===== config.mk =====
export PLATFORM = sky130hd
export DESIGN_NAME = gctf_csr
export DESIGN_NICKNAME = d
export VERILOG_FILES = /design/src/assert_macros.svh /design/src/gctf_pkg.sv /design/src/gctf_csr.sv
export SDC_FILE = /design/constraint.sdc
export NUM_CORES = 1
export LEC_CHECK = 0
export BUFFER_PORTS_ARGS = -buffer_cell sky130_fd_sc_hd__buf_2
export CAP_MARGIN = 20
export CORE_MARGIN = 4
export CORE_UTILIZATION = 49
export DETAILED_ROUTE_END_ITERATION = 10
export GPL_TIMING_DRIVEN = 0
export PLACE_DENSITY = 0.86
export SYNTH_ARGS = -nofsm -noshare
export SYNTH_HDL_FRONTEND = slang
export SYNTH_SLANG_ARGS = --single-unit

===== constraint.sdc =====
create_clock -name clock -period 2.8 [get_ports clock]
set_input_delay 0.56 -clock clock [delete_from_list [all_inputs] [get_ports clock]]
set_output_delay 0.56 -clock clock [all_outputs]
set_load 0.03 [all_outputs]

===== src/assert_macros.svh =====
// assertion macros shared by the rtl files
`ifndef ASSERT_MACROS_SVH
`define ASSERT_MACROS_SVH

// property that must hold at every clock edge outside reset
`define CHK_ALWAYS(label, expr, msg) \
   label: assert property (@(posedge clock) disable iff (reset) (expr)) else $error(msg);

// consequent must hold in the cycle after the antecedent
`define CHK_NEXT(label, ante, cons, msg) \
   label: assert property (@(posedge clock) disable iff (reset) (ante) |=> (cons)) \
      else $error(msg);

`endif


===== src/gctf_pkg.sv =====
// shared types, constants and helper functions of the grid clearance target finder
package gctf_pkg;

   // distance words, unsigned fixed point, all ones is infinity
   localparam int DIST_W = 16;
   localparam logic [DIST_W-1:0] DIST_INF = '1;

   // register field widths
   localparam int GRID_DIM_W = 7;
   localparam int SAFE_W     = 16;
   localparam int ARRIVAL_W  = 13;

   // configuration port
   localparam int CSR_ADDR_W = 4;
   localparam int CSR_DATA_W = 32;

   // result field widths
   localparam int OUTCOME_W = 2;
   localparam int OFFSET_W  = 7;

   // reset values of the registers
   localparam logic [GRID_DIM_W-1:0] GRID_WIDTH_RST  = 7'd64;
   localparam logic [GRID_DIM_W-1:0] GRID_HEIGHT_RST = 7'd64;
   localparam logic [SAFE_W-1:0]     SAFE_RST        = 16'd512;
   localparam logic [ARRIVAL_W-1:0]  ARRIVAL_RST     = 13'd4;

   typedef enum logic [1:0] {
      REG_GRID_WIDTH  = 2'd0,
      REG_GRID_HEIGHT = 2'd1,
      REG_SAFE        = 2'd2,
      REG_ARRIVAL     = 2'd3
   } reg_index_type;

   typedef enum logic [2:0] {
      ST_IDLE,
      ST_FWD,
      ST_BWD,
      ST_FIN,
      ST_REPORT
   } state_type;

   // per cell steps: read cell, read four neighbours, write back
   typedef enum logic [2:0] {
      PH_CELL,
      PH_NB0,
      PH_NB1,
      PH_NB2,
      PH_NB3,
      PH_WRITE
   } phase_type;

   typedef enum logic [1:0] {
      RLX_HOLD,
      RLX_LOAD_MAP,
      RLX_LOAD_RAW,
      RLX_MIN
   } relax_op_type;

   typedef enum logic [1:0] {
      OUT_SAFE    = 2'd0,
      OUT_NONE    = 2'd1,
      OUT_ARRIVED = 2'd2,
      OUT_MOVE    = 2'd3
   } outcome_type;

   typedef struct packed {
      relax_op_type op;
      logic         diag;
   } relax_ctrl_type;

   typedef struct packed {
      logic [GRID_DIM_W-1:0] grid_width;
      logic [GRID_DIM_W-1:0] grid_height;
      logic [SAFE_W-1:0]     safe_clearance;
      logic [ARRIVAL_W-1:0]  arrival_sq;
   } cfg_type;

   // sqrt(2) scaled by 2^frac_bits, rounded to nearest, elaboration only
   function automatic int unsigned sqrt2_scaled(input int unsigned frac_bits);
      longint unsigned x;
      longint unsigned r;
      longint unsigned trial;
      x = 64'd2 << (2 * frac_bits);
      r = 64'd0;
      for (int b = 15; b >= 0; b--) begin
         trial = r | (64'd1 << b);
         if (trial * trial <= x) begin
            r = trial;
         end
      end
      if (x - r * r > r) begin
         r = r + 64'd1;
      end
      return 32'(r);
   endfunction

endpackage


===== src/gctf_csr.sv =====
// configuration registers behind the apb-style port
module gctf_csr (
   input  logic                               clock,
   input  logic                               reset,
   input  logic                               psel,
   input  logic                               penable,
   input  logic                               pwrite,
   input  logic [gctf_pkg::CSR_ADDR_W-1:0]    paddr,
   input  logic [gctf_pkg::CSR_DATA_W-1:0]    pwdata,
   output logic [gctf_pkg::CSR_DATA_W-1:0]    prdata,
   output logic                               pready,
   output gctf_pkg::cfg_type                  cfg
);
   import gctf_pkg::*;

   cfg_type       cfg_ff;
   cfg_type       cfg_in;
   reg_index_type idx;
   logic          wr_en;

   assign idx    = reg_index_type'(paddr[3:2]);
   assign wr_en  = psel & penable & pwrite;
   assign pready = 1'b1;

   // register write decode
   always_comb begin
      cfg_in = cfg_ff;
      if (wr_en) begin
         unique case (idx)
            REG_GRID_WIDTH:  cfg_in.grid_width     = pwdata[GRID_DIM_W-1:0];
            REG_GRID_HEIGHT: cfg_in.grid_height    = pwdata[GRID_DIM_W-1:0];
            REG_SAFE:        cfg_in.safe_clearance = pwdata[SAFE_W-1:0];
            REG_ARRIVAL:     cfg_in.arrival_sq     = pwdata[ARRIVAL_W-1:0];
            default:         cfg_in = cfg_ff;
         endcase
      end
   end

   always_ff @(posedge clock) begin
      if (reset) begin
         cfg_ff.grid_width     <= GRID_WIDTH_RST;
         cfg_ff.grid_height    <= GRID_HEIGHT_RST;
         cfg_ff.safe_clearance <= SAFE_RST;
         cfg_ff.arrival_sq     <= ARRIVAL_RST;
      end else begin
         cfg_ff <= cfg_in;
      end
   end

   // read back
   always_comb begin
      unique case (idx)
         REG_GRID_WIDTH:  prdata = CSR_DATA_W'(cfg_ff.grid_width);
         REG_GRID_HEIGHT: prdata = CSR_DATA_W'(cfg_ff.grid_height);
         REG_SAFE:        prdata = CSR_DATA_W'(cfg_ff.safe_clearance);
         REG_ARRIVAL:     prdata = CSR_DATA_W'(cfg_ff.arrival_sq);
         default:         prdata = '0;
      endcase
   end

   assign cfg = cfg_ff;

endmodule

==> results of run 1 <==
## critical path, cell delays in order
cell    delay [ns]
buf_6         0.13
buf_2         0.26
mux4_2        0.53
buf_2         0.19
## synthesized netlist by cell type, drive strengths merged
library cell and instances:
dfxtp 43, clkbuf 6, nand3b 1, nand3 4, nand2b 49, a21oi 3
a21bo 3, conb 2, nor2b 7, and2 4, and3 2, or3b 1
buf 28, nor2 7, mux4 7, mux2i 46
## worst max path at each step
stage / to / cells past startpoint
floorplan: prdata[1] / 3
finish: prdata[5] / 4
global placement: prdata[5] / 4
global route: prdata[5] / 4
detailed placement: prdata[5] / 4
CTS: prdata[5] / 4
## metrics by stage
| stage | total power [mW] | std cells | area (um^2) |
|---|---|---|---|
| after floorplan | 0.783 | 228 | 2310 |
| after global placement | 0.827 | 358 | 2770 |
| after detailed placement | 0.829 | 358 | 2770 |
| after CTS | 1.22 | 365 | 2860 |
| after global routing | 1.25 | 365 | 2860 |
| final | 1.21 | 365 | 2860 |
## per-layer routing
| layer | wire (um) | global-route usage (%) | up-vias |
|---|---|---|---|
| li1 | - | - | 878 |
| met1 | 2320 | 24.7 | 796 |
| met5 | 0 | 0 | - |
| met2 | 2420 | 31.3 | 70 |
| met3 | 472 | 5.28 | 6 |
| met4 | 55 | 4.66 | 0 |
## where the power goes
| group | leakage, nW | internal (mW) | switching, mW |
|---|---|---|---|
| clock network | 0.0470 | 0.194 | 0.199 |
| registers | 0.347 | 0.619 | 0.00567 |
| logic | 1.13 | 0.0766 | 0.113 |
## cells by family (layout without fill, tap and decap cells)
group                  after synthesis  in the layout  share of synthesized area [%]
other                                2             17                          0.333
AND/OR/NAND/NOR                     75             75                           20.4
buffers and inverters               34            119                           11.0
multiplexers                        53             53                           28.2
flip-flops                          43             43                           38.1
AO/OA/AOI/OAI                        6              6                           1.99
## final cells by class
type,count,area (um^2),share of cell area [%]
Clock buffer,6,82.6,2.89
Sequential cell,43,861,30.1
Tap cell,52,65.1,2.28
Buffer,34,248,8.67
Clock inverter,1,5.00,0.175
Multi-Input combinational cell,151,1210,42.2
Timing Repair Buffer,78,390,13.7
==> flow_summary.toml, run 1 <==
[floorplanning]
num_rows = 24
die_area_um2 = 5760
ios = 117
core_um2 = 4410
die_h_um = 75.9
die_w_um = 75.9
start_util_pct = 51.2

[critical_path]
arrival_ns = 1.67
worst_setup_path_end_kind = "primary output"
reg2reg_to = "cfg[26]"
path_class = "input port to primary output"
worstPathMaxFanout = 10
r2r_slack_ns = 2.05
ff2ff_path_depth = 2
start_kind = "input port"
rr_startpoint = "cfg[26]"
startpoint = "paddr[3]"
crit_required_ns = 2.24

[cells_and_area]
largest_reg_flops = 43
final_layout_size_suffix_gt1_share_pct = 38.3
finish.utilization_pct = 64.7
syn2layout_area_growth_pct = 26.5
final_common_cell = "buf_2"
num_antenna_cells = 0
fill_cells = 385
final_cell_mix = "buf_2 (83), nand2b_1 (49), mux2i_1 (46)"
final_net_count = 354

[min_path]
hp-class = "register to register"
whs_path_depth = 2
worstHoldEndpoint = "cfg[16]"
min-delay-start = "cfg[16]"

[grt]
grt_pass1_vias = 1685
grt_max_degree = 13
globalRouteOverflowTotal = 0
antenna_found_initial = 0
grt_first_pass_wirelength_um = 8160
grt_usage_pct = 19.0

[power]
leakage_nw = 1.52
ir_drop_mv = 0.274
p_per_area_nw_per_um2 = 422

[sta]
finalWorstSetupSlack_ns = 0.566
fin_skew_ns = 0
finalMaxSlewViolations = 0
period_share_pct = 79.8
rsz0062_at_grt = "false"
max_freq_ghz = 0.448
setup_tns_ns = 0
fin_crit_ns = 2.23
final-hold-violation-count = 0
whs_ns = 0.483
setup_viol = 0

[clocking]
clk_latency_ns = 0.28
cts_root_buf = "clkbuf_8"
cts_htree_levels = 2
ctsHoldBuffers = 0
post_cts_buffers = 0
clk_pin_slew_ns = 0.08
cts_buffers = 5
tritoncts = "built"
clockBufferDepth = 2
numClockSinks = 43
postCtsResizedCells = 0

[routing]
drtPass1Iterations = 4
wl_per_cell_um = 14.5
vias = 1750
routed_wl_um = 5280
drt_iter0_markers = 60
ant_nets = 0
post-route-drc-count = 0
avgViaCountPerCell = 4.79

[synth]
yosysTopAreaCell = "dfxtp_1"
syn_area_um2 = 2260
synth_cells = 213
synth_area_per_cell_um2 = 10.6
yosys-top-cells-area = "dfxtp_1 (38%), mux2i_1 (20%), nand2b_1 (14%), buf_4 (6.0%), mux4_1 (5.8%)"
ys_types = 22
synth-seq-cells = 43
ys_seq_area_share_pct = 38.1
synth_top_area_share_pct = 38.1
ys_warn_count = 0

[outcome]
status = "completed"

[placed_design]
place_hpwl_um = 3920
dpl_worst_slack_ns = 0.572
io_buffer_count = 78
gp_congestion = 0.729

[flow_run]
cap_violations = 0
(Power assumes the default switching activity.)
==> run 2: changes to the inputs <==
- ABC_AREA: unset -> 1
- CORE_UTILIZATION: 49 -> 41
- PLACE_DENSITY: 0.86 -> 0.77
- clock period: 2.8 -> 1.85 ns (I/O delays scaled with it)
==> run 2 against run 1 <==
Compared with the run above:
- die area up 15%
- combinational power up 100%
- global-route usage up 1.3 points
- final cell count up 38%
- largest power group unchanged
- highest routed layer unchanged
- worst hold slack worse by 0.18 ns
- final area up 1.1%
- register-to-register slack worse by 0.83 ns
- setup slack worse by 0.48 ns
- critical path type unchanged
==> flow_summary.toml, run 2 <==
[outcome]
status = "completed"

[sta]
setup_viol = 0
fin_crit_ns = 1.77
max_freq_ghz = 0.565
period_share_pct = 95.6
rsz0062_at_grt = "false"
relSlewSlack_pct = 59.0
whs_ns = 0.306
finalWorstSetupSlack_ns = 0.0813
finalMaxSlewViolations = 0
fin_skew_ns = 0
final-hold-violation-count = 0
worstMarginPinSlew_ns = 0.613

[placed_design]
dpl_cell_area_um2 = 2750
dp.cells = 494
dpl_worst_slack_ns = -0.00806
gp_congestion = 0.843
place_hpwl_um = 4680
io_buffer_count = 81

[clocking]
ctsHoldBuffers = 0
cts_root_buf = "clkbuf_8"
numClockSinks = 43
cts_htree_levels = 2
clk_latency_ns = 0.29
cts_buffers = 5
clk_pin_slew_ns = 0.08
tritoncts = "built"
clockBufferDepth = 2

[critical_path]
worstPathMaxFanout = 10
start_kind = "input port"
worst_setup_path_end_kind = "primary output"
path_class = "input port to primary output"
reg2reg_to = "cfg[35]"
startpoint = "paddr[3]"
crit_required_ns = 1.48
rr_startpoint = "cfg[35]"
ff2ff_path_depth = 2
arrival_ns = 1.40
r2r_slack_ns = 1.22

[synth]
ys_seq_area_share_pct = 39.1
synth_xor_area_share_pct = 0
ys_dominant_reg_cell = "dfxtp_1"
synth_top_family_by_area = "simple AND/OR/NAND/NOR gates"
synth-compound-area-share_pct = 3.30
synthAdderAreaFrac_pct = 0
synth-simple-area-share_pct = 42.3
synth_top_area_share_pct = 39.1
synth_area_per_cell_um2 = 6.71
ys_async_sr_fraction_pct = 0
synth_commonest_cells = "nor2_1 (83), nand2_1 (74), dfxtp_1 (43), nand3_1 (43), buf_4 (22)"
synth_cells = 328
yosys-top-cells-area = "dfxtp_1 (39%), nor2_1 (14%), nand2_1 (13%), nand3_1 (9.8%), buf_4 (7.5%)"
syn_area_um2 = 2200
yosysTopAreaCell = "dfxtp_1"
synth_mux_area_share_pct = 0
synth-seq-cells = 43
synth_edf_count = 0
yosysMostFrequentCell = "nor2_1"
ys_warn_count = 0
ys_types = 20

[power]
p_per_area_nw_per_um2 = 691
leakage_nw = 1.51
power_switching_uw = 587
comb_power_share_pct = 19.1
intPower_mw = 1.41
power_mw = 2.00
clkPwrFrac_pct = 32.8
p_sw_share_pct = 29.4
p_seq_share_pct = 48.1
ir_drop_mv = 0.357

[floorplanning]
core_um2 = 5170
die_w_um = 81.3
die_h_um = 81.3
ios = 117
num_rows = 26
die_area_um2 = 6610
start_util_pct = 42.6

[grt]
grt_max_degree = 13
grt_pass1_vias = 2146
grt_usage_pct = 20.3
antenna_found_initial = 0
grt_first_pass_wirelength_um = 10300
globalRouteOverflowTotal = 0

[routing]
avgViaCountPerCell = 4.61
routed_wl_um = 6380
drtPass1Iterations = 4
ant_nets = 0
vias = 2329
post-route-drc-count = 0
drt_iter0_markers = 162
wl_per_cell_um = 12.6

[cells_and_area]
fill_cells = 530
final_cell_mix = "buf_2 (83), nor2_1 (82), nand2_1 (74)"
largest_reg_flops = 43
final_net_count = 475
num_antenna_cells = 0
final_layout_size_suffix_gt1_share_pct = 30.6
regArea_um2 = 861
final_cells = 505
multi_input_area_um2 = 1070
syn2layout_area_growth_pct = 31.1
final_common_cell = "buf_2"
finish.instance_area_um2 = 2890

[min_path]
hp-class = "input port to register"
min-delay-start = "pwdata[9]"
whs_path_depth = 3
worstHoldEndpoint = "cfg[22]"

[flow_run]
cap_violations = 0
[run 2: routing by layer]
layer	vias to the layer above	global-route usage [%]	share of wire (%)
met4	0	7.09	1.8
met2	82	32.5	47
met1	1032	26.3	43
li1	1205	-	-
met3	10	5.10	8.2
met5	-	0	0
[run 2: cell families after synthesis]
family,count (synthesis)
simple gates,216
buf+inv,57
compound gates,10
other cells,2
flops,43
[run 2: critical path, cell delays in order]
cell	delay [ns]
buf_2	0.17
inv_2	0.08
nor2_4	0.22
buf_6	0.19
nand2_1	0.06
nand4_1	0.09
buf_2	0.21
[run 2: area by class of cell]
type	count	area share, %
plain buffers	33	8.54
inverters	24	3.12
well taps	70	3.03
flip-flops and latches	43	29.8
multi-input cells	243	37.2
clock buffers	8	3.47
repair buffers	84	14.8
[run 2: per-stage QoR]
stage          util (%)  TNS [ns]
2_1_floorplan         -         0
3_3_place_gp       53.2  -0.00822
3_5_place_dp       53.2  -0.00806
4_1_cts            55.2         0
5_1_grt            55.8         0
6_report           55.8         0
[run 2: worst max-delay path by stage]
stage	to	slack, ns	cells after the start
CTS	prdata[6]	0.06	6
finish	prdata[6]	0.08	7
global route	prdata[2]	0.005	7
floorplan	prdata[0]	0.41	4
detailed placement	prdata[6]	-0.008	6
global placement	prdata[6]	-0.008	6
[run 2: power groups by stage]
stage	combinational, mW	clock, mW	sequential [mW]
5_1_grt	0.416	0.713	0.964
3_5_place_dp	0.372	0	0.982
4_1_cts	0.373	0.666	0.960
3_3_place_gp	0.368	0	0.981
6_report	0.382	0.654	0.960
2_1_floorplan	0.230	0	1.02
[run 2: repair_timing]
item,in CTS,in global routing
setup buffers,0,3
gates resized for setup,1,3
endpoints found under the setup margin,1,7
pin swaps,0,1
==> run 3: changes to the inputs <==
- BUFFER_PORTS_ARGS: -buffer_cell sky130_fd_sc_hd__buf_2 -> -buffer_cell sky130_fd_sc_hd__buf_4
- PLACE_DENSITY: 0.77 -> 0.82
==> run 3 against run 2 <==
Compared with the run above:
- clock power fell by 11%
- global-route usage rose by 0.10 points
- setup slack got worse by 0.040 ns
- non-clock buffer count fell by 3
- core utilization rose by 3.0 points
- fmax fell by 2.2%
- highest routed layer unchanged
==> flow_summary.toml, run 3 (synthesized netlist as in run 2, its figures left out) <==
[routing]
ant_nets = 0
routed_wl_um = 6530
avgViaCountPerCell = 4.66
vias = 2337
drt_iter0_markers = 137
post-route-drc-count = 0
drtPass1Iterations = 4
wl_per_cell_um = 13.0

[clocking]
cts_htree_levels = 2
cts_root_buf = "clkbuf_8"
cts_buffers = 5
clockBufferDepth = 2
tritoncts = "built"
postCtsResizedCells = 0
numClockSinks = 43
ctsHoldBuffers = 0
post_cts_buffers = 0
clk_latency_ns = 0.29
clk_pin_slew_ns = 0.08

[min_path]
hp-class = "input port to register"
worstHoldEndpoint = "cfg[2]"
whs_path_depth = 3
min-delay-start = "pwdata[2]"

[outcome]
status = "completed"

[sta]
max_freq_ghz = 0.553
period_share_pct = 97.8
finalMaxSlewViolations = 0
fin_crit_ns = 1.81
relSlewSlack_pct = 57.9
fin_skew_ns = 0
worstMarginPinSlew_ns = 0.629
setup_tns_ns = 0
final-hold-violation-count = 0
setup_viol = 0
rsz0062_at_grt = "false"

[power]
p_sw_share_pct = 30.6
clkPwrFrac_pct = 29.8
ir_drop_mv = 0.296
leakage_nw = 1.51
power_switching_uw = 595
comb_power_share_pct = 20.8
p_per_area_nw_per_um2 = 640
intPower_mw = 1.35
p_seq_share_pct = 49.4

[critical_path]
ff2ff_path_depth = 2
reg2reg_to = "cfg[30]"
r2r_slack_ns = 1.18
arrival_ns = 1.44
cpMostUsedCell = "buf_4"
rr_startpoint = "cfg[30]"
path_class = "input port to primary output"
start_kind = "input port"
worst_setup_path_end_kind = "primary output"
cp_cell_sequence = "buf_4 > nor2_1 > clkbuf_4 > nand2_1 > nand4_1 > buf_4"
slowest_stage = "clkbuf_4"
crit_required_ns = 1.48
slowest_delay_ns = 0.30
worstPathMaxFanout = 10

[cells_and_area]
largest_reg_flops = 43
final_common_cell = "buf_4"
final_net_count = 472
final_cell_mix = "buf_4 (103), nor2_1 (83), nand2_1 (74)"
syn2layout_area_growth_pct = 38.1
num_antenna_cells = 0
final_cells = 502
final_layout_size_suffix_gt1_share_pct = 30.1

[floorplanning]
die_h_um = 81.3
die_w_um = 81.3
num_rows = 26
die_area_um2 = 6610
start_util_pct = 42.6
core_um2 = 5170
ios = 117

[grt]
antenna_found_initial = 0
globalRouteOverflowTotal = 0
grt_pass1_vias = 2145
grt_first_pass_wirelength_um = 10300
grt_max_degree = 14
grt_usage_pct = 20.4

[placed_design]
place_hpwl_um = 4860
dp.cells = 494
gp_congestion = 0.826
io_buffer_count = 81

[flow_run]
cap_violations = 0
run 3: cell types whose count changed in the layout (fill, tap and decap cells not counted), sizes merged:
| cell | before | now |
|---|---|---|
| clkinv | 1 | 4 |
| clkbuf | 11 | 9 |
| buf | 114 | 110 |
run 3: layout make-up:
| type | instances | area (um^2) |
|---|---|---|
| Multi-Input combinational cell | 243 | 1070 |
| Inverter | 24 | 90.1 |
| Clock buffer | 5 | 68.8 |
| Buffer | 33 | 243 |
| Clock inverter | 3 | 15.0 |
| Fill cell | 492 | 2130 |
| Tap cell | 70 | 87.6 |
| Sequential cell | 43 | 861 |
| Timing Repair Buffer | 81 | 608 |
run 3: metal layers:
layer | share of wire (%) | track usage, % | vias to the layer above
li1 | - | - | 1200
met1 | 40 | 24.6 | 1036
met2 | 50 | 34.4 | 90
met3 | 8.2 | 4.88 | 11
met4 | 2.0 | 8.28 | 0
met5 | 0 | 0 | -
run 3: per-stage QoR:
step           power (mW)  cell area, um^2  util [%]  hold WS (ns)  setup WS [ns]
4_1_cts              1.95             3040      58.7         0.301         0.0427
3_3_place_gp         1.38             2950      57.1         0.478         0.0400
3_5_place_dp         1.38             2950      57.1         0.494         0.0429
5_1_grt              2.03             3040      58.8         0.316        0.00364
6_report             1.95             3040      58.8         0.293         0.0413
2_1_floorplan        1.25             2260         -         0.496          0.413
run 3: power groups by stage:
stage	sequential, mW	clock (mW)	combinational [mW]
CTS	0.961	0.582	0.402
floorplan	1.02	0	0.230
detailed placement	0.983	0	0.401
finish	0.961	0.579	0.406
global route	0.964	0.629	0.438
global placement	0.982	0	0.397
run 3: worst max-delay path by stage:
stage | from | endpoint | slack [ns] | depth (start not counted)
global route | paddr[3] | prdata[6] | 0.004 | 6
floorplan | paddr[3] | prdata[0] | 0.41 | 4
detailed placement | paddr[3] | prdata[6] | 0.04 | 6
CTS | paddr[3] | prdata[6] | 0.04 | 6
finish | paddr[3] | prdata[6] | 0.04 | 6
global placement | paddr[3] | prdata[6] | 0.04 | 6
run 3: worst max-delay path: cells and delay by family:
| kind | cells | cell delay (ns) |
|---|---|---|
| buffers and inverters | 3 | 0.61 |
| AND/OR/NAND/NOR | 3 | 0.45 |
