--- src/assert_macros.svh ---
// assertion macros shared by the rtl files
`ifndef ASSERT_MACROS_SVH
`define ASSERT_MACROS_SVH

// property that must hold at every clock edge outside reset
`define CHK_ALWAYS(label, expr, msg) \
   label: assert property (@(posedge clock) disable iff (reset) (expr)) else $error(msg);

// consequent must hold in the cycle after the antecedent
`define CHK_NEXT(label, ante, cons, msg) \
   label: assert property (@(posedge clock) disable iff (reset) (ante) |=> (cons)) \
      else $error(msg);

`endif

--- src/gctf_pkg.sv ---
// shared types, constants and helper functions of the grid clearance target finder
package gctf_pkg;

   // distance words, unsigned fixed point, all ones is infinity
   localparam int DIST_W = 16;
   localparam logic [DIST_W-1:0] DIST_INF = '1;

   // register field widths
   localparam int GRID_DIM_W = 7;
   localparam int SAFE_W     = 16;
   localparam int ARRIVAL_W  = 13;

   // configuration port
   localparam int CSR_ADDR_W = 4;
   localparam int CSR_DATA_W = 32;

   // result field widths
   localparam int OUTCOME_W = 2;
   localparam int OFFSET_W  = 7;

   // reset values of the registers
   localparam logic [GRID_DIM_W-1:0] GRID_WIDTH_RST  = 7'd64;
   localparam logic [GRID_DIM_W-1:0] GRID_HEIGHT_RST = 7'd64;
   localparam logic [SAFE_W-1:0]     SAFE_RST        = 16'd512;
   localparam logic [ARRIVAL_W-1:0]  ARRIVAL_RST     = 13'd4;

   typedef enum logic [1:0] {
      REG_GRID_WIDTH  = 2'd0,
      REG_GRID_HEIGHT = 2'd1,
      REG_SAFE        = 2'd2,
      REG_ARRIVAL     = 2'd3
   } reg_index_type;

   typedef enum logic [2:0] {
      ST_IDLE,
      ST_FWD,
      ST_BWD,
      ST_FIN,
      ST_REPORT
   } state_type;

   // per cell steps: read cell, read four neighbours, write back
   typedef enum logic [2:0] {
      PH_CELL,
      PH_NB0,
      PH_NB1,
      PH_NB2,
      PH_NB3,
      PH_WRITE
   } phase_type;

   typedef enum logic [1:0] {
      RLX_HOLD,
      RLX_LOAD_MAP,
      RLX_LOAD_RAW,
      RLX_MIN
   } relax_op_type;

   typedef enum logic [1:0] {
      OUT_SAFE    = 2'd0,
      OUT_NONE    = 2'd1,
      OUT_ARRIVED = 2'd2,
      OUT_MOVE    = 2'd3
   } outcome_type;

   typedef struct packed {
      relax_op_type op;
      logic         diag;
   } relax_ctrl_type;

   typedef struct packed {
      logic [GRID_DIM_W-1:0] grid_width;
      logic [GRID_DIM_W-1:0] grid_height;
      logic [SAFE_W-1:0]     safe_clearance;
      logic [ARRIVAL_W-1:0]  arrival_sq;
   } cfg_type;

   // sqrt(2) scaled by 2^frac_bits, rounded to nearest, elaboration only
   function automatic int unsigned sqrt2_scaled(input int unsigned frac_bits);
      longint unsigned x;
      longint unsigned r;
      longint unsigned trial;
      x = 64'd2 << (2 * frac_bits);
      r = 64'd0;
      for (int b = 15; b >= 0; b--) begin
         trial = r | (64'd1 << b);
         if (trial * trial <= x) begin
            r = trial;
         end
      end
      if (x - r * r > r) begin
         r = r + 64'd1;
      end
      return 32'(r);
   endfunction

endpackage

--- src/gctf_relax.sv ---
// shared relaxation unit: value load, saturating step add and running minimum
`include "assert_macros.svh"

module gctf_relax #(
   parameter int FRAC_BITS = 8
) (
   input  logic                          clock,
   input  logic                          reset,
   input  gctf_pkg::relax_ctrl_type      ctrl,
   input  logic [gctf_pkg::DIST_W-1:0]   word,
   output logic [gctf_pkg::DIST_W-1:0]   cur,
   output logic [gctf_pkg::DIST_W-1:0]   nxt
);
   import gctf_pkg::*;

   localparam logic [DIST_W-1:0] STEP_ONE  = DIST_W'(1) << FRAC_BITS;
   localparam logic [DIST_W-1:0] STEP_DIAG = DIST_W'(sqrt2_scaled(FRAC_BITS));

   logic [DIST_W-1:0] cur_ff;
   logic [DIST_W-1:0] cur_in;
   logic [DIST_W-1:0] step;
   logic [DIST_W:0]   sum;
   logic [DIST_W-1:0] cand;

   // saturating add of the neighbour word and the step
   always_comb begin
      step = ctrl.diag ? STEP_DIAG : STEP_ONE;
      sum  = {1'b0, word} + {1'b0, step};
      if (word == DIST_INF || sum >= {1'b0, DIST_INF}) begin
         cand = DIST_INF;
      end else begin
         cand = sum[DIST_W-1:0];
      end
   end

   // next running value
   always_comb begin
      unique case (ctrl.op)
         RLX_HOLD:     cur_in = cur_ff;
         RLX_LOAD_MAP: cur_in = (word == '0) ? '0 : DIST_INF;
         RLX_LOAD_RAW: cur_in = word;
         RLX_MIN:      cur_in = (cand < cur_ff) ? cand : cur_ff;
         default:      cur_in = cur_ff;
      endcase
   end

   always_ff @(posedge clock) begin
      cur_ff <= cur_in;
   end

   assign cur = cur_ff;
   assign nxt = cur_in;

   `CHK_NEXT(a_min_never_grows, ctrl.op == RLX_MIN, cur_ff <= $past(cur_ff), "relax raised value")
   `CHK_NEXT(a_map_is_binary, ctrl.op == RLX_LOAD_MAP, cur_ff == '0 || cur_ff == DIST_INF, "map not binary")

endmodule

--- config.mk ---
export PLATFORM = sky130hd
export DESIGN_NAME = gctf_relax
export DESIGN_NICKNAME = d
export VERILOG_FILES = /design/src/gctf_pkg.sv /design/src/gctf_relax.sv
export VERILOG_INCLUDE_DIRS = /design/src /design/src/src
export SDC_FILE = /design/constraint.sdc
export NUM_CORES = 1
export LEC_CHECK = 0
export BUFFER_PORTS_ARGS = -buffer_cell sky130_fd_sc_hd__buf_2
export CORE_ASPECT_RATIO = 1.5
export CORE_MARGIN = 10
export CORE_UTILIZATION = 57
export DETAILED_ROUTE_END_ITERATION = 6
export PLACE_DENSITY = 0.87
export SLEW_MARGIN = 20
export SYNTH_ARGS = -nofsm -noshare
export SYNTH_HDL_FRONTEND = slang
export SYNTH_SLANG_ARGS = --single-unit
--- constraint.sdc ---
create_clock -name clock -period 12.6 [get_ports clock]
set_clock_uncertainty 0.05 [all_clocks]
set_input_delay 1.89 -clock clock [delete_from_list [all_inputs] [get_ports clock]]
set_output_delay 1.89 -clock clock [all_outputs]
set_load 0.03 [all_outputs]
==> results.json, run 1 <==
{
  "status": "finished, final reports clean",
  "slowest_delay_ns": 0.75,
  "crit_buf_inv": 2,
  "initial_core_util_pct": 58.5,
  "start_kind": "primary input",
  "drive_above_1_share_pct": 22.7,
  "max_slew.worst_pin.slew_ns": 0.875,
  "cts_made_buffers": 3,
  "die_area_sq_um": 5880,
  "place_hpwl_mm": 4.44,
  "cts_buffer_depth": 2,
  "synthFlopType": "dfxtp_1",
  "ir_drop_mv": 0.0862,
  "crit_slowest_cell": "and3_1",
  "drc": 0,
  "finalNonFillerCells": 309,
  "ant_nets": 0,
  "path_clk_slew_ns": 0.07,
  "antenna_found_initial": 0,
  "final_nets": 312,
  "placementRows": 25,
  "rsz0062_at_grt": "no",
  "io_pins": 53,
  "grt_pass1_wl_mm": 9.06,
  "path_class": "primary input to output port",
  "yosys.cell_types.count": 57,
  "ys_seq_area_share_pct": 17.7,
  "relSlewSlack_pct": 41.7,
  "io_buffers": 51,
  "yosysWarnings": 0,
  "design_area_sq_um": 2070,
  "cp_max_fo": 16,
  "largest_reg_flops": 16,
  "crit_required_ns": 10.66,
  "grt.met1_usage_pct": 19.5,
  "dp_slack_ns": 4.46,
  "cts_setup_buffers": 0,
  "slew_viol_final": 0,
  "ys_ff_latch": 16,
  "synth_top_area_share_pct": 17.7,
  "finalHoldViolations": 0,
  "finalSetupTns_ns": 0,
  "busiest_layer": "met2",
  "syn_area_sq_um": 1810,
  "place_congestion": 0.924,
  "htree_levels": 1,
  "hold_buffers": 0,
  "placed_area_sq_um": 2030,
  "arrival_ns": 6.31,
  "yosys-top-cells-area": "dfxtp_1 18%, ha_1 14%, a21oi_1 4.4%",
  "path_cells": "buf_2 > ha_1 > a311o_1 > a41oi_1 > or2_2 > nand2_1 > ha_1 > a211oi_1 > o22ai_1 > o211ai_1 > and3_1 > a311oi_1 > o21ai_0 > buf_2",
  "async_reset_ff_share_pct": 0,
  "area_growth_syn_to_layout_pct": 14.4,
  "die_width_um": 66.0,
  "dp_cells": 306,
  "antennaDiodeCount": 0,
  "core_area_sq_um": 3100,
  "route.vias.total": 2017,
  "grt_util_met3_pct": 3.64,
  "root_buffer": "clkbuf_8",
  "period_share_pct": 65.4,
  "maxCapViolCount": 0,
  "first_pass_iters": 5,
  "tritoncts": "built",
  "gr-usage-all-layers_pct": 19.3,
  "final_core_util_pct": 66.9,
  "yosysTopAreaCell": "dfxtp_1",
  "drt-initial-drc-count": 140,
  "cts-resized-gates": 0,
  "clock.fmax_mhz": 121,
  "wl_per_cell_um": 18.5,
  "synth_edf_count": 0,
  "first_global_vias": 1947,
  "leakage_nw": 1.02,
  "setup_ws_ns": 4.35,
  "setup_viol": 0,
  "grt_max_degree": 22,
  "grt_overflow": 0,
  "drt_wl_total_mm": 5.71,
  "fillers": 288,
  "grtUsageMet2_pct": 35.8,
  "syn_inst": 228,
  "cts.sinks": 16,
  "critPathTopFamily": "compound AO/OA/AOI/OAI gates",
  "pwr_density_cell_nw_per_um2": 113,
  "r2r_slack_ns": 9.70,
  "synth.avg_cell_area_sq_um": 7.95,
  "syn_nets": 269,
  "min_period_ns": 8.25,
  "endpoint_kind": "output port",
  "die_y_um": 89.1,
  "vias_per_cell": 6.53,
  "min_path_type": "flop to flop",
  "worst_skew_pair.late_latency_ns": 0.26
}
==> worst paths after layout <==
| check | start | end | depth (start not counted) |
|---|---|---|---|
| max reg2reg | cur[5] | cur[12] | 8 |
| min | cur[14] | cur[14] | 1 |
| min reg2reg | cur[14] | cur[14] | 1 |
| max | ctrl[0] | nxt[12] | 14 |
==> logic make-up after synthesis <==
group,share of synthesized area [%]
and+or+nand+nor,16.7
xor gates and xnor gates,3.38
buffers and inverters,8.43
muxes,5.11
DFF,17.7
adders and majority gates,13.8
AOI/OAI and AO/OA,34.9
==> through the flow <==
stage	hold slack (ns)	total power, mW
2_1_floorplan	0.729	0.162
3_3_place_gp	0.457	0.190
3_5_place_dp	0.462	0.193
4_1_cts	0.473	0.235
5_1_grt	0.491	0.250
6_report	0.468	0.234
==> placed cells by master (no fill, tap or decap), types with 2 or more instances in the layout <==
cell       count
a21o_1         7
a21oi_1       16
a2bb2oi_1      5
a311oi_1       6
a31oi_1        4
and4_1         2
buf_2         51
clkbuf_8       3
dfxtp_1       16
ha_1          20
inv_1         18
mux2_2         2
mux2i_1        7
nand2_1       16
nand3_1        4
nand4_1        5
nor2_1         9
nor2b_1        2
nor3_1         3
nor3b_1        2
nor4_1         3
o211ai_1       4
o21ai_0       14
o21bai_1       3
o22a_1         8
o22ai_1        4
or2_2          2
or2b_1         2
xnor2_1        2
xor2_1         5
==> metal layers <==
layer / routed length, um / share of wire, %
met1: 2130 / 37
met5: 0 / 0
met3: 338 / 5.9
met2: 3000 / 53
met4: 231 / 4.0
==> area by class of cell <==
cell class / count / area [sq um] / area share [%]
multi-input cells: 181 / 1340 / 64.6
flip-flops and latches: 16 / 320 / 15.4
repair buffers: 51 / 255 / 12.3
inverters: 18 / 67.6 / 3.26
well taps: 40 / 50.0 / 2.41
clock buffers: 3 / 41.3 / 1.99
==> where the power goes <==
group | leakage [nW] | switching [mW] | total [mW] | internal, mW
registers | 0.135 | 0.00649 | 0.0644 | 0.0579
logic | 0.867 | 0.0838 | 0.129 | 0.0448
clock network | 0.0216 | 0.0198 | 0.0411 | 0.0213
total | 1.02 | 0.110 | 0.234 | 0.124
==> cell usage after synthesis, types with 5 or more instances <==
| library cell | number |
|---|---|
| a21o_1 | 7 |
| a2bb2oi_1 | 5 |
| a21oi_1 | 16 |
| o22a_1 | 8 |
| nor2_1 | 9 |
| dfxtp_1 | 16 |
| ha_1 | 20 |
| mux2i_1 | 7 |
| nand4_1 | 5 |
| o21ai_0 | 14 |
| inv_1 | 18 |
| nand2_1 | 16 |
| clkbuf_1 | 8 |
| a311oi_1 | 6 |
| xor2_1 | 5 |
Power figures use the tool's default switching activity.
==> run 2, diff against run 1 <==
- ABC_AREA: default -> 1
- CORE_UTILIZATION: 57 -> 54
- PLACE_DENSITY: 0.87 -> 0.81
- clock period: 12.6 -> 7.7 ns (I/O delays scaled with it)
==> results.json, run 2 <==
{
  "status": "finished, final reports clean",
  "power.total_uw": 379,
  "syn_area_sq_um": 2140,
  "ys_seq_area_share_pct": 15.0,
  "slew_viol_final": 0,
  "first_pass_iters": 5,
  "final_cell_mix": "90 x nand2_1, 59 x inv_1, 53 x nand3_1",
  "whs_endpoint": "cur[7]",
  "cts.sinks": 16,
  "placed_area_sq_um": 2370,
  "design_area_sq_um": 2430,
  "endpoint_kind": "output port",
  "cts_setup_buffers": 0,
  "drt_wl_total_mm": 6.39,
  "start_kind": "primary input",
  "yosysMostFrequentCell": "nand2_1",
  "period_share_pct": 79.4,
  "maxCapViolCount": 0,
  "final_core_util_pct": 62.5,
  "timing.rr.start": "cur[13]",
  "holdWs_ns": 0.460,
  "r2r.worst_path.cells": 9,
  "drt-initial-drc-count": 234,
  "cp_max_fo": 16,
  "cts_made_buffers": 3,
  "place_congestion": 0.892,
  "place_hpwl_mm": 5.24,
  "leakage_nw": 1.38,
  "die_y_um": 97.0,
  "route.vias.total": 2525,
  "die_width_um": 71.4,
  "setup_viol": 0,
  "wl_per_cell_um": 13.7,
  "worstReg2RegEnd": "cur[6]",
  "ir_drop_mv": 0.156,
  "drc": 0,
  "dp_slack_ns": 1.69,
  "core_area_sq_um": 3890,
  "synthAdderAreaFrac_pct": 11.7,
  "synthFlopType": "dfxtp_1",
  "worst_skew_pair.late_latency_ns": 0.26,
  "holdPathStages": 2,
  "yosysWarnings": 0,
  "dp_cells": 462,
  "synthSimpleGateAreaFrac_pct": 47.4,
  "drive_above_1_share_pct": 18.5,
  "synth_top_area_share_pct": 15.8,
  "grt_util_met3_pct": 3.27,
  "pwr_density_cell_nw_per_um2": 156,
  "max_slew.worst_pin.slew_ns": 0.615,
  "vias_per_cell": 5.42,
  "htree_levels": 1,
  "placementRows": 28,
  "gr-usage-all-layers_pct": 18.0,
  "area_growth_syn_to_layout_pct": 13.7,
  "synth_edf_count": 0,
  "relSlewSlack_pct": 58.9,
  "grt_overflow": 0,
  "syn_inst": 377,
  "synth_top_family_by_area": "simple AND/OR/NAND/NOR gates",
  "tritoncts": "built",
  "busiest_layer": "met2",
  "async_reset_ff_share_pct": 0,
  "synth_compound_area_share_pct": 10.8,
  "die_area_sq_um": 6930,
  "min_path_type": "flop to flop",
  "io_buffers": 51,
  "min_period_ns": 6.11,
  "clock.fmax_mhz": 164,
  "yosys.cell_types.count": 27,
  "yosys-top-cells-area": "nand2_1 16%, dfxtp_1 15%, nand3_1 12%",
  "grt_max_degree": 18,
  "r2r_slack_ns": 5.49,
  "final_nets": 463,
  "crit_required_ns": 6.49,
  "layout_commonest_cell": "nand2_1",
  "yosysTopAreaCell": "nand2_1",
  "cts-resized-gates": 0,
  "hold_buffers": 0,
  "largest_reg_flops": 16,
  "min_from": "cur[7]",
  "yosys.area_share.xor_xnor_pct": 0.410,
  "cts_buffer_depth": 2,
  "finalNonFillerCells": 466,
  "grt_pass1_wl_mm": 10.6,
  "grtUsageMet2_pct": 30.9,
  "ys_ff_latch": 16,
  "root_buffer": "clkbuf_8",
  "path_class": "primary input to output port",
  "synth.avg_cell_area_sq_um": 5.67,
  "antenna_found_initial": 0,
  "ant_nets": 0,
  "setup_ws_ns": 1.59,
  "finalHoldViolations": 0,
  "syn_nets": 418,
  "antennaDiodeCount": 0,
  "initial_core_util_pct": 55.0,
  "first_global_vias": 2414,
  "synth_commonest_cells": "90 x nand2_1, 59 x inv_1, 53 x nand3_1, 45 x nor2_1, 38 x a21oi_1",
  "path_clk_slew_ns": 0.06,
  "fillers": 412,
  "rsz0062_at_grt": "no",
  "arrival_ns": 4.91,
  "finalSetupTns_ns": 0,
  "grt.met1_usage_pct": 19.6,
  "synthMuxAreaShare_pct": 0,
  "io_pins": 53
}
[run 2: cell types whose count changed in the layout (fill, tap and decap cells not counted), moves of 6 or more]
cell	previous run	this run
a21o_1	7	0
a21oi_1	16	38
a311oi_1	6	0
inv_1	18	59
mux2i_1	7	0
nand2_1	16	90
nand3_1	4	53
nor2_1	9	45
nor2_2	0	11
o21ai_0	14	2
o22a_1	8	0
[run 2: cell type report]
type	count	area [sq um]	share of cell area [%]
clock buffers	4	55.1	2.27
inverters	62	233	9.58
multi-input cells	287	1500	61.8
flip-flops and latches	16	320	13.2
well taps	45	56.3	2.32
repair buffers	52	263	10.8
[run 2: critical path, cell delays in order]
cell and delay [ns]:
buf_2 0.13, ha_1 0.38, nand2_1 0.14, nor2_1 0.07
o21ai_0 0.33, nand3_1 0.12, nand2_1 0.08, nand2_1 0.06
nand2_1 0.05, nor2_1 0.05, nand2_2 0.08, nand2_4 0.13
nor2_1 0.19, inv_1 0.06, ha_1 0.29, a21oi_1 0.18
nor2_1 0.08, a2111oi_2 0.45, nand2_4 0.22, nand2_1 0.10
nand3_1 0.07, a21oi_1 0.24, buf_2 0.25
[run 2: worst max path at each step]
stage	end	slack (ns)	depth (start not counted)	startpoint
floorplan	nxt[10]	1.87	24	ctrl[0]
global placement	nxt[1]	1.81	23	ctrl[0]
detailed placement	nxt[15]	1.69	23	ctrl[0]
CTS	nxt[15]	1.64	23	ctrl[0]
global route	nxt[6]	1.20	23	ctrl[0]
finish	nxt[6]	1.59	23	ctrl[0]
[run 2: metal layers]
metal | routed length [um] | share of wire [%] | vias up
met5 | 0 | 0 | -
met2 | 3160 | 49 | 75
met1 | 2670 | 42 | 1134
li1 | - | - | 1299
met3 | 340 | 5.3 | 17
met4 | 224 | 3.5 | 0
[run 2: report_power, final]
| part | internal [mW] | switching, mW | leakage, nW |
|---|---|---|---|
| registers | 0.0926 | 0.00672 | 0.135 |
| logic | 0.0650 | 0.138 | 1.22 |
| clock network | 0.0455 | 0.0309 | 0.0288 |
| total | 0.203 | 0.176 | 1.38 |
[run 2: logic make-up after synthesis]
logic type                 count (synthesis)
xor gates and xnor gates                   1
buffers and inverters                     74
DFF                                       16
and+or+nand+nor                          223
AOI/OAI and AO/OA                         43
adders and majority gates                 20
==> run 3, diff against run 2 <==
- CORE_UTILIZATION: 54 -> 49
- PLACE_DENSITY: 0.81 -> 0.77
- clock period: 7.7 -> 5 ns (I/O delays scaled with it)
==> results.json, run 3 (same netlist as run 2, synthesis figures left out) <==
{
  "drive_above_1_share_pct": 35.8,
  "htree_levels": 1,
  "final_nets": 480,
  "critPathTopFamily": "simple AND/OR/NAND/NOR gates",
  "pwr_density_cell_nw_per_um2": 230,
  "setup_viol": 0,
  "first_global_vias": 2461,
  "cts_buffer_depth": 2,
  "grt_util_met3_pct": 2.47,
  "worst_skew_pair.late_latency_ns": 0.26,
  "root_buffer": "clkbuf_8",
  "setup_ws_ns": 0.147,
  "dp_slack_ns": -0.00871,
  "crit_buf_inv": 5,
  "first_pass_iters": 4,
  "ant_nets": 0,
  "layout_commonest_cell": "nand2_1",
  "cts.sinks": 16,
  "min_period_ns": 4.85,
  "drt_wl_total_mm": 7.39,
  "drc": 0,
  "clock.fmax_mhz": 206,
  "min_path_type": "flop to flop",
  "holdWs_ns": 0.469,
  "tritoncts": "built",
  "finalSetupTns_ns": 0,
  "place_hpwl_mm": 5.30,
  "ir_drop_mv": 0.177,
  "max_slew.worst_pin.slew_ns": 0.642,
  "antenna_found_initial": 0,
  "hold_buffers": 0,
  "grt_max_degree": 18,
  "period_share_pct": 97.1,
  "final_cell_mix": "75 x nand2_1, 56 x inv_1, 47 x nand3_1",
  "placementRows": 29,
  "gr-usage-all-layers_pct": 17.5,
  "die_area_sq_um": 7460,
  "grtUsageMet2_pct": 30.5,
  "start_kind": "primary input",
  "crit_slowest_cell": "a21oi_2",
  "cp_max_fo": 8,
  "path_clk_slew_ns": 0.07,
  "core_area_sq_um": 4210,
  "io_buffers": 51,
  "status": "finished, final reports clean",
  "cts_made_buffers": 3,
  "busiest_layer": "met2",
  "arrival_ns": 4.05,
  "slowest_delay_ns": 0.22,
  "io_pins": 53,
  "largest_reg_flops": 16,
  "antennaDiodeCount": 0,
  "final_core_util_pct": 71.5,
  "grt_pass1_wl_mm": 10.8,
  "route.vias.total": 2651,
  "relSlewSlack_pct": 57.1,
  "path_class": "primary input to output port",
  "path_common_cell": "nand2_1",
  "grt_overflow": 0,
  "leakage_nw": 1.55,
  "slew_viol_final": 0,
  "wl_per_cell_um": 15.3,
  "maxCapViolCount": 0,
  "design_area_sq_um": 3010,
  "crit_required_ns": 4.20,
  "drt-initial-drc-count": 141,
  "placed_area_sq_um": 2480,
  "die_width_um": 73.9,
  "endpoint_kind": "output port",
  "area_growth_syn_to_layout_pct": 40.9,
  "vias_per_cell": 5.48,
  "initial_core_util_pct": 50.8,
  "die_y_um": 101,
  "finalHoldViolations": 0,
  "place_congestion": 0.949,
  "grt.met1_usage_pct": 20.1
}
-- run 3: cell count changes in the layout (fill, tap and decap cells not counted), moves of 15 or more --
cell / delta
a21oi_1: -18
a21oi_2: +17
buf_2: -18
buf_4: +17
buf_6: +15
nand2_1: -15
-- run 3: final timing paths --
path / from / end / slack, ns / cells after the start
setup / recovery: word[1] / nxt[12] / 0.15 / 28
hold reg to reg: cur[5] / cur[5] / 0.47 / 2
hold / removal: cur[5] / cur[5] / 0.47 / 2
setup reg to reg: cur[13] / cur[0] / 2.75 / 11
-- run 3: report_power, final --
part	switching [mW]	internal (mW)	total [mW]
Sequential	0.0104	0.143	0.153
Combinational	0.258	0.159	0.418
Clock	0.0523	0.0701	0.122
-- run 3: timing repair --
item	CTS	global route
endpoints found under the setup margin	16	16
buffers inserted	2	3
gates cloned	0	3
hold endpoints to repair	0	0
pin swaps	1	27
resized for setup	13	88
-- run 3: worst register-to-register path, stage by stage, from the launching register on --
cell,delay [ns]
dfxtp_1,0.35
inv_1,0.09
ha_4,0.26
a21oi_2,0.14
nor2_1,0.09
a2111oi_4,0.35
buf_4,0.25
buf_4,0.17
nand3_1,0.09
nand3_2,0.10
a21oi_4,0.08
buf_4,0.14
-- run 3: layout make-up --
type	count	area, sq um
inverters	62	233
flip-flops and latches	16	320
clock buffers	4	55.1
fillers	374	1200
well taps	46	57.6
repair buffers	67	477
multi-input cells	289	1870
-- run 3: stage by stage --
stage          power (mW)  std cells
5_1_grt             0.738        484
3_5_place_dp        0.480        472
3_3_place_gp        0.475        472
4_1_cts             0.612        478
6_report            0.693        484
2_1_floorplan       0.392        377
-- run 3: metal layers --
layer,part of all wire (%),up-vias,wire length (um)
met5,0,-,0
met1,39,1203,2910
met4,4.1,0,302
met3,6.0,21,441
li1,-,1340,-
met2,50,87,3730
